<file path="config.mk">
export PLATFORM = sky130hd
export DESIGN_NAME = tzx_tape_block_deframer_unit
export DESIGN_NICKNAME = d
export VERILOG_FILES = /design/src/rtl/core/tzxdf_pkg.sv /design/src/rtl/core/tzx_tape_block_deframer_unit.sv /design/src/rtl/core/tzxdf_front.sv /design/src/rtl/core/tzxdf_queue.sv /design/src/rtl/core/tzxdf_back.sv
export SDC_FILE = /design/constraint.sdc
export NUM_CORES = 1
export LEC_CHECK = 0
export BUFFER_PORTS_ARGS = -buffer_cell sky130_fd_sc_hd__buf_2
export CAP_MARGIN = 20
export CORE_MARGIN = 3
export CORE_UTILIZATION = 55
export DETAILED_ROUTE_END_ITERATION = 7
export MAX_ROUTING_LAYER = met4
export PLACE_DENSITY = 0.8
export SYNTH_ARGS = -nofsm -noshare
export SYNTH_HDL_FRONTEND = slang
export SYNTH_SLANG_ARGS = --single-unit
</file>
<file path="constraint.sdc">
create_clock -name clk -period 11.9 [get_ports clk]
set_clock_uncertainty 0.05 [all_clocks]
set_input_delay 0.595 -clock clk [delete_from_list [all_inputs] [get_ports clk]]
set_output_delay 0.595 -clock clk [all_outputs]
set_load 0.01 [all_outputs]
</file>
<file path="src/rtl/core/tzxdf_pkg.sv">
`timescale 1ns / 1ps
package tzxdf_pkg;

  // request kinds on the input channel
  localparam logic CMD_BYTE   = 1'b0;
  localparam logic CMD_REWIND = 1'b1;

  // result kinds
  typedef enum logic [1:0] {
    EV_PAYLOAD = 2'd0,
    EV_START   = 2'd1,
    EV_BAD_SIG = 2'd2,
    EV_BAD_ID  = 2'd3
  } event_t;

  // block ids handled
  localparam logic [7:0] ID_STD_DATA = 8'h10;
  localparam logic [7:0] ID_TEXT     = 8'h30;
  localparam logic [7:0] ID_ARCHIVE  = 8'h32;
  localparam logic [7:0] ID_HW_INFO  = 8'h33;

  localparam logic [2:0] SIG_LAST_IDX = 3'd6;

  // pause conversion: ms / 20 = (ms >> 2) / 5, capped at 100 frames
  localparam logic [15:0] PAUSE_CAP_MS = 16'd2020;
  localparam logic [6:0]  FRAMES_MAX   = 7'd100;
  localparam logic [15:0] RECIP_5      = 16'd52429;
  localparam int          RECIP_SHIFT  = 18;

  // parser phases, one-hot
  typedef enum logic [19:0] {
    PH_SIG      = 20'h00001,
    PH_MARK     = 20'h00002,
    PH_VMAJ     = 20'h00004,
    PH_VMIN     = 20'h00008,
    PH_ID       = 20'h00010,
    PH_P_LO     = 20'h00020,
    PH_P_HI     = 20'h00040,
    PH_L_LO     = 20'h00080,
    PH_L_HI     = 20'h00100,
    PH_DATA     = 20'h00200,
    PH_TXT_LEN  = 20'h00400,
    PH_SKIP     = 20'h00800,
    PH_ARC_LO   = 20'h01000,
    PH_ARC_HI   = 20'h02000,
    PH_ARC_N    = 20'h04000,
    PH_STR_TYPE = 20'h08000,
    PH_STR_LEN  = 20'h10000,
    PH_STR_SKIP = 20'h20000,
    PH_HW_N     = 20'h40000,
    PH_STOP     = 20'h80000
  } phase_t;

  // one classified result between front and back
  typedef struct packed {
    event_t      ev;
    logic [7:0]  data;
    logic [15:0] len;
    logic [15:0] pause_ms;
    logic        last;
  } res_t;

  // "ZXTape!" signature bytes
  function automatic logic [7:0] sig_byte(input logic [2:0] idx);
    logic [7:0] val;
    unique case (idx)
      3'd0:    val = 8'h5A;
      3'd1:    val = 8'h58;
      3'd2:    val = 8'h54;
      3'd3:    val = 8'h61;
      3'd4:    val = 8'h70;
      3'd5:    val = 8'h65;
      3'd6:    val = 8'h21;
      default: val = 8'h00;
    endcase
    return val;
  endfunction

endpackage

</file>
<file path="src/rtl/core/tzx_tape_block_deframer_unit.sv">
// result path: the result of an accepted byte is registered first in the result queue,
//   then in the output register, from which it is taken on the output
// throughput: one request per cycle; up to three results (two queued, one in the output
//   register) wait while out_tready is low, after that in_tready drops for every request
// reset: rst_n synchronous active low; parser restarts at the signature,
//   suppress_pause clears, queue and output register empty
`timescale 1ns / 1ps
module tzx_tape_block_deframer_unit #(
  parameter int QUEUE_DEPTH = 2
) (
  input  logic        clk,
  input  logic        rst_n,
  input  logic        cfg_we,
  input  logic        cfg_wdata,      // suppress_pause
  input  logic        in_tvalid,
  output logic        in_tready,
  input  logic [7:0]  in_tdata,       // tape_byte
  input  logic        in_tuser,       // cmd
  output logic        out_tvalid,
  input  logic        out_tready,
  output logic [31:0] out_tdata,      // data_byte, block_length, pause_frames, zero pad
  output logic [1:0]  out_tuser,      // event_res
  output logic        out_tlast       // last_in_block
);
  import tzxdf_pkg::*;

  logic push_valid, push_ready, pop_valid, pop_ready;
  res_t push_data, pop_data;

  // parser and classifier
  tzxdf_front u_front (
    .clk        (clk),
    .rst_n      (rst_n),
    .cfg_we     (cfg_we),
    .cfg_wdata  (cfg_wdata),
    .in_valid   (in_tvalid),
    .in_cmd     (in_tuser),
    .in_byte    (in_tdata),
    .push_ready (push_ready),
    .in_ready   (in_tready),
    .push_valid (push_valid),
    .push_data  (push_data)
  );

  // result queue
  tzxdf_queue #(
    .DEPTH (QUEUE_DEPTH)
  ) u_queue (
    .clk        (clk),
    .rst_n      (rst_n),
    .push_valid (push_valid),
    .push_data  (push_data),
    .push_ready (push_ready),
    .pop_valid  (pop_valid),
    .pop_data   (pop_data),
    .pop_ready  (pop_ready)
  );

  // pause conversion and output register
  tzxdf_back u_back (
    .clk       (clk),
    .rst_n     (rst_n),
    .pop_valid (pop_valid),
    .pop_data  (pop_data),
    .pop_ready (pop_ready),
    .out_valid (out_tvalid),
    .out_ready (out_tready),
    .out_data  (out_tdata),
    .out_kind  (out_tuser),
    .out_last  (out_tlast)
  );

endmodule

</file>
<file path="src/rtl/core/tzxdf_front.sv">
`timescale 1ns / 1ps
module tzxdf_front (
  input  logic               clk,
  input  logic               rst_n,
  input  logic               cfg_we,
  input  logic               cfg_wdata,
  input  logic               in_valid,
  input  logic               in_cmd,
  input  logic [7:0]         in_byte,
  input  logic               push_ready,
  output logic               in_ready,
  output logic               push_valid,
  output tzxdf_pkg::res_t    push_data
);
  import tzxdf_pkg::*;

  phase_t      phase_r, phase_nxt;
  logic [15:0] cnt_r, cnt_nxt;
  logic [15:0] pause_r, pause_nxt;
  logic [7:0]  strings_r, strings_nxt;
  logic [7:0]  low_r, low_nxt;
  logic        suppress_r;
  logic        accept;
  logic        res_vld;
  res_t        res;
  logic [9:0]  hw_len;

  assign in_ready = push_ready;
  assign accept   = in_valid & push_ready;
  assign hw_len   = {2'b00, in_byte} + {1'b0, in_byte, 1'b0};

  // grammar walk for one byte
  always_comb begin
    phase_nxt   = phase_r;
    cnt_nxt     = cnt_r;
    pause_nxt   = pause_r;
    strings_nxt = strings_r;
    low_nxt     = low_r;
    res_vld     = 1'b0;
    res         = '{ev: EV_PAYLOAD, data: 8'h00, len: 16'h0000,
                    pause_ms: 16'h0000, last: 1'b0};
    unique case (phase_r)
      PH_SIG: begin
        if (in_byte != sig_byte(cnt_r[2:0])) begin
          phase_nxt = PH_STOP;
          res_vld   = 1'b1;
          res.ev    = EV_BAD_SIG;
          res.data  = in_byte;
        end else if (cnt_r[2:0] == SIG_LAST_IDX) begin
          cnt_nxt   = '0;
          phase_nxt = PH_MARK;
        end else begin
          cnt_nxt = cnt_r + 16'd1;
        end
      end
      PH_MARK: phase_nxt = PH_VMAJ;
      PH_VMAJ: phase_nxt = PH_VMIN;
      PH_VMIN: phase_nxt = PH_ID;
      PH_ID: begin
        if (in_byte == ID_STD_DATA) begin
          phase_nxt = PH_P_LO;
        end else if (in_byte == ID_TEXT) begin
          phase_nxt = PH_TXT_LEN;
        end else if (in_byte == ID_ARCHIVE) begin
          phase_nxt = PH_ARC_LO;
        end else if (in_byte == ID_HW_INFO) begin
          phase_nxt = PH_HW_N;
        end else begin
          phase_nxt = PH_STOP;
          res_vld   = 1'b1;
          res.ev    = EV_BAD_ID;
          res.data  = in_byte;
        end
      end
      PH_P_LO: begin
        low_nxt   = in_byte;
        phase_nxt = PH_P_HI;
      end
      PH_P_HI: begin
        pause_nxt = suppress_r ? 16'h0000 : {in_byte, low_r};
        phase_nxt = PH_L_LO;
      end
      PH_L_LO: begin
        low_nxt   = in_byte;
        phase_nxt = PH_L_HI;
      end
      PH_L_HI: begin
        cnt_nxt      = {in_byte, low_r};
        phase_nxt    = ({in_byte, low_r} == 16'h0000) ? PH_ID : PH_DATA;
        res_vld      = 1'b1;
        res.ev       = EV_START;
        res.len      = {in_byte, low_r};
        res.pause_ms = pause_r;
      end
      PH_DATA: begin
        cnt_nxt      = cnt_r - 16'd1;
        res_vld      = 1'b1;
        res.ev       = EV_PAYLOAD;
        res.data     = in_byte;
        res.pause_ms = pause_r;
        res.last     = (cnt_r == 16'd1);
        if (cnt_r == 16'd1) begin
          phase_nxt = PH_ID;
        end
      end
      PH_TXT_LEN: begin
        cnt_nxt   = {8'h00, in_byte};
        phase_nxt = (in_byte == 8'h00) ? PH_ID : PH_SKIP;
      end
      PH_SKIP: begin
        cnt_nxt = cnt_r - 16'd1;
        if (cnt_r == 16'd1) begin
          phase_nxt = PH_ID;
        end
      end
      PH_ARC_LO: phase_nxt = PH_ARC_HI;
      PH_ARC_HI: phase_nxt = PH_ARC_N;
      PH_ARC_N: begin
        strings_nxt = in_byte;
        phase_nxt   = (in_byte != 8'h00) ? PH_STR_TYPE : PH_ID;
      end
      PH_STR_TYPE: phase_nxt = PH_STR_LEN;
      PH_STR_LEN: begin
        strings_nxt = strings_r - 8'd1;
        cnt_nxt     = {8'h00, in_byte};
        if (in_byte != 8'h00) begin
          phase_nxt = PH_STR_SKIP;
        end else begin
          phase_nxt = (strings_r != 8'd1) ? PH_STR_TYPE : PH_ID;
        end
      end
      PH_STR_SKIP: begin
        cnt_nxt = cnt_r - 16'd1;
        if (cnt_r == 16'd1) begin
          phase_nxt = (strings_r != 8'h00) ? PH_STR_TYPE : PH_ID;
        end
      end
      PH_HW_N: begin
        cnt_nxt   = {6'b000000, hw_len};
        phase_nxt = (in_byte == 8'h00) ? PH_ID : PH_SKIP;
      end
      PH_STOP: phase_nxt = PH_STOP;
      default: phase_nxt = PH_STOP;
    endcase
  end

  assign push_valid = accept & (in_cmd == CMD_BYTE) & res_vld;
  assign push_data  = res;

  // parser state, rewind restarts at the signature
  always_ff @(posedge clk) begin
    if (!rst_n) begin
      phase_r    <= PH_SIG;
      cnt_r      <= '0;
      pause_r    <= '0;
      strings_r  <= '0;
      low_r      <= '0;
      suppress_r <= 1'b0;
    end else begin
      if (cfg_we) begin
        suppress_r <= cfg_wdata;
      end
      if (accept) begin
        if (in_cmd == CMD_REWIND) begin
          phase_r   <= PH_SIG;
          cnt_r     <= '0;
          pause_r   <= '0;
          strings_r <= '0;
          low_r     <= '0;
        end else begin
          phase_r   <= phase_nxt;
          cnt_r     <= cnt_nxt;
          pause_r   <= pause_nxt;
          strings_r <= strings_nxt;
          low_r     <= low_nxt;
        end
      end
    end
  end

endmodule

</file>
<file path="src/rtl/core/tzxdf_queue.sv">
`timescale 1ns / 1ps
module tzxdf_queue #(
  parameter int DEPTH = 2
) (
  input  logic               clk,
  input  logic               rst_n,
  input  logic               push_valid,
  input  tzxdf_pkg::res_t    push_data,
  output logic               push_ready,
  output logic               pop_valid,
  output tzxdf_pkg::res_t    pop_data,
  input  logic               pop_ready
);
  import tzxdf_pkg::*;

  localparam int PW = (DEPTH > 1) ? $clog2(DEPTH) : 1;
  localparam int CW = $clog2(DEPTH + 1);
  localparam logic [PW-1:0] PTR_LAST = PW'(DEPTH - 1);
  localparam logic [CW-1:0] CNT_FULL = CW'(DEPTH);

  res_t          mem_r [DEPTH];
  logic [PW-1:0] wr_ptr_r, rd_ptr_r;
  logic [CW-1:0] count_r;
  logic          do_push, do_pop;

  assign push_ready = (count_r != CNT_FULL);
  assign pop_valid  = (count_r != '0);
  assign pop_data   = mem_r[rd_ptr_r];
  assign do_push    = push_valid & push_ready;
  assign do_pop     = pop_valid & pop_ready;

  // entry storage
  always_ff @(posedge clk) begin
    if (do_push) begin
      mem_r[wr_ptr_r] <= push_data;
    end
  end

  // pointers and fill count
  always_ff @(posedge clk) begin
    if (!rst_n) begin
      wr_ptr_r <= '0;
      rd_ptr_r <= '0;
      count_r  <= '0;
    end else begin
      if (do_push) begin
        wr_ptr_r <= (wr_ptr_r == PTR_LAST) ? '0 : wr_ptr_r + PW'(1);
      end
      if (do_pop) begin
        rd_ptr_r <= (rd_ptr_r == PTR_LAST) ? '0 : rd_ptr_r + PW'(1);
      end
      if (do_push && !do_pop) begin
        count_r <= count_r + CW'(1);
      end else if (do_pop && !do_push) begin
        count_r <= count_r - CW'(1);
      end
    end
  end

endmodule

</file>
<file path="src/rtl/core/tzxdf_back.sv">
`timescale 1ns / 1ps
module tzxdf_back (
  input  logic               clk,
  input  logic               rst_n,
  input  logic               pop_valid,
  input  tzxdf_pkg::res_t    pop_data,
  output logic               pop_ready,
  output logic               out_valid,
  input  logic               out_ready,
  output logic [31:0]        out_data,
  output logic [1:0]         out_kind,
  output logic               out_last
);
  import tzxdf_pkg::*;

  logic        valid_r;
  logic [7:0]  data_r;
  logic [15:0] len_r;
  logic [6:0]  frames_r;
  logic [1:0]  kind_r;
  logic        last_r;
  logic [29:0] prod;
  logic [11:0] quot;
  logic [6:0]  frames_nxt;

  // ms to frames: (ms >> 2) * ceil(2^18 / 5) >> 18, exact for 14-bit inputs
  assign prod       = 30'(pop_data.pause_ms[15:2]) * 30'(RECIP_5);
  assign quot       = prod[29:RECIP_SHIFT];
  assign frames_nxt = (pop_data.pause_ms >= PAUSE_CAP_MS) ? FRAMES_MAX : quot[6:0];

  assign pop_ready = !valid_r | out_ready;

  // output register
  always_ff @(posedge clk) begin
    if (!rst_n) begin
      valid_r <= 1'b0;
    end else if (pop_ready) begin
      valid_r <= pop_valid;
    end
  end

  always_ff @(posedge clk) begin
    if (pop_ready && pop_valid) begin
      data_r   <= pop_data.data;
      len_r    <= pop_data.len;
      frames_r <= frames_nxt;
      kind_r   <= pop_data.ev;
      last_r   <= pop_data.last;
    end
  end

  assign out_valid = valid_r;
  assign out_data  = {1'b0, frames_r, len_r, data_r};
  assign out_kind  = kind_r;
  assign out_last  = last_r;

endmodule

</file>
==> flow_summary_export.csv <==
group,metric,value,unit
outcome,outcome,"completed",
synthesis,synth-edff-count,116,
clocking,cts-root-buf,"clkbuf_16",
worst_hold_path,hold_class,"in -> reg",
global_routing,grtUsageMet1,33.4,%
job,cap_violations,0,
clocking,clock-sinks,189,
global_routing,grt_pass1_wl,47900,um
detailed_routing,ant_nets,0,
worst_hold_path,min_from,"cfg_wdata",
die,start_util,56.1,%
detailed_routing,wl_per_cell,19.3,um
global_routing,grt_usage,25.1,%
synthesis,async_flop_share,0,%
detailed_routing,drt_pass1_iterations,6,
sta,finalSetupViolations,0,
setup_path,setup.worst_path.start_class,"flop",
sta,timing.setup.tns,0,ns
setup_path,worst_r2r_path_depth,20,
finish,diodes,0,
synthesis,synth_xor_area_share,2.34,%
finish,layout.nets,1419,
clocking,postCtsSetupRepairBufs,0,
placed_design,globalplace.congestion,0.993,
setup_path,cp_max_fo,41,
worst_hold_path,min_path_cells,3,
setup_path,required,12.04,ns
clocking,cts_resized,0,
sta,worstMarginPinSlew,1.15,ns
detailed_routing,drt-total-wl,29700,um
synthesis,syn-mean-instance-area,10.4,um^2
die,die_h,158,um
sta,finalMaxSlewViolations,0,
placed_design,placed_cells,1502,
synthesis,synth_simple_gate_area_share,16.1,%
setup_path,worst_ep_arrival_time,6.89,ns
global_routing,overflow,0,
detailed_routing,vias,9464,
synthesis,synth_top_area_share,27.4,%
die,core,0.0227,mm^2
synthesis,yosysSeqAreaShare,38.8,%
die,die_w,158,um
sta,fmax,0.148,GHz
sta,min_period,6.75,ns
global_routing,met3_usage,4.18,%
clocking,h-tree-depth,4,
synthesis,synth_compound_area_share,12.6,%
setup_path,reg2reg_slack,5.15,ns
global_routing,grt_pass1_vias,9245,
clocking,ctsHoldBuffers,0,
synthesis,dominantRegCellSynth,"edfxtp_1",
finish,final_cells,1534,
synthesis,yosys.area.top_type,"edfxtp_1",
clocking,clk_pin_slew,0.08,ns
synthesis,synth_fa_ha_area_share,19.5,%
clocking,clockBufferDepth,2,
die,die-area,0.0250,mm^2
pwr,power.density,319,mW/mm^2
placed_design,place_hpwl,21700,um
global_routing,antenna_found_initial,0,
synthesis,synth_area_leaders,"edfxtp_1 (27%), ha_1 (11%), dfxtp_1 (11%)",
die,io_pins,52,
synthesis,synth_top_family_by_area,"adder cells",
sta,slew_headroom,22.5,%
global_routing,use_met2,39.2,%
die,rows,55,
setup_path,r2r_end,"u_back.frames_r[5]",
synthesis,syn_area,0.0127,mm^2
synthesis,synthesis.nets,1406,
finish,areaGrowthSynthToFinish,8.24,%
synthesis,ys_warn_count,0,
sta,rsz0062_at_grt,"false",
finish,drive_gt1_share,11.6,%
synthesis,syn_inst,1223,
synthesis,ys_seq_elements,189,
clocking,clock_latency,0.43,ns
clocking,tritoncts,"yes",
sta,finalHoldViolCount,0,
sta,final.period_utilization,56.7,%
synthesis,synth.top_cells.by_count,"inv_1 (133), ha_1 (117), edfxtp_1 (116)",
setup_path,endpoint_kind,"flop",
placed_design,port_buffers,50,
clocking,cts_buffers,17,
setup_path,critPathKind,"reg -> reg",
global_routing,busiest_layer,"met2",
synthesis,synth.area.mux_share,4.29,%
detailed_routing,routed_via_density,6.17,
synthesis,synth_cell_types,84,
detailed_routing,drc,0,
global_routing,grt_max_degree,46,
synthesis,yosysMostFrequentCell,"inv_1",
pwr,leakagePower,5.64,nW
pwr,peakVddDrop,0.381,mV
worst_hold_path,hold_path_end,"u_front.suppress_r",
detailed_routing,first_iter_violations,950,
-- worst max path at each step --
stage,start,endpoint
floorplan,flop,u_back.frames_r[5]
global placement,flop,u_back.frames_r[5]
detailed placement,flop,u_back.frames_r[5]
CTS,flop,u_back.frames_r[5]
global route,flop,u_back.frames_r[5]
finish,flop,u_back.frames_r[5]
-- flip-flops by register name, indices dropped and copies added, names as in the netlist, 2 cells and up, named ones only --
signal	cells
u_back.data_r	8
u_back.frames_r	7
u_back.len_r	16
u_back.out_kind	2
u_front.cnt_r	16
u_front.low_r	8
u_front.pause_r	14
u_front.phase_r	20
u_front.strings_r	8
u_queue.count_r	2
u_queue.mem_r	82
-- placed cells by master (no fill, tap or decap), drive strengths merged, types with 9 or more instances in the layout --
cell type and count:
a211oi 9, a21boi 23, a21oi 22, a221o 10
a22o 15, a22oi 14, and2 21, and3 11
buf 58, clkbuf 17, dfxtp 73, edfxtp 116
fa 51, ha 117, inv 142, mux2 29
mux2i 22, nand2 70, nand3 38, nand4 13
nor2 58, nor2b 30, nor3 41, nor4 27
o21ai 34, o31ai 14, or3 16, xnor2 20
xor2 14
-- worst max-delay path, stage by stage (launching register included) --
cell	delay, ns
dfxtp_2	0.32
buf_4	0.49
mux2i_1	0.39
inv_1	0.19
ha_1	0.35
fa_1	0.54
fa_1	0.54
fa_1	0.54
inv_1	0.05
fa_1	0.49
inv_1	0.05
fa_1	0.53
inv_1	0.04
ha_1	0.31
o21ai_0	0.07
o21ai_0	0.10
a221oi_1	0.35
o221ai_1	0.27
o41a_1	0.46
a211oi_1	0.27
o21ai_0	0.10
-- metrics by stage --
stage | utilization (%) | area, um^2 | hold WS (ns) | power, mW | worst slack [ns]
floorplan | - | 12700 | 0.376 | 3.10 | 5.09
finish | 60.7 | 13800 | 0.374 | 4.39 | 5.15
CTS | 60.7 | 13800 | 0.360 | 4.42 | 5.11
global placement | 57.8 | 13100 | 0.383 | 3.63 | 5.37
global route | 60.7 | 13800 | 0.390 | 4.90 | 4.71
detailed placement | 57.8 | 13100 | 0.389 | 3.78 | 5.12
-- report_power, final --
part	leakage (nW)	total [mW]	internal (mW)	switching [mW]
Clock	0.313	0.609	0.314	0.296
Sequential	1.71	0.847	0.824	0.0233
Combinational	3.62	2.93	1.28	1.66
-- per-layer routing --
| metal | vias to the layer above | wire length [um] |
|---|---|---|
| met5 | - | 0 |
| met4 | 0 | 864 |
| met3 | 73 | 2090 |
| met2 | 371 | 14100 |
| met1 | 4581 | 12700 |
| li1 | 4439 | - |
-- final cells by class --
| type | instances | area (um^2) |
|---|---|---|
| repair buffers | 58 | 323 |
| well taps | 285 | 357 |
| fillers | 1844 | 8920 |
| clock inverters | 15 | 225 |
| multi-input cells | 837 | 7010 |
| clock buffers | 17 | 425 |
| flip-flops and latches | 189 | 4950 |
| inverters | 133 | 499 |
-- kinds of logic after synthesis --
| logic type | Yosys count |
|---|---|
| AND/OR/NAND/NOR | 371 |
| AO/OA/AOI/OAI | 212 |
| buffers and inverters | 197 |
| flip-flops | 189 |
| adder cells (fa/ha/maj) | 168 |
| multiplexers | 51 |
| XOR/XNOR | 34 |
| other | 1 |
No activity file was read; power rests on OpenSTA's default activity.
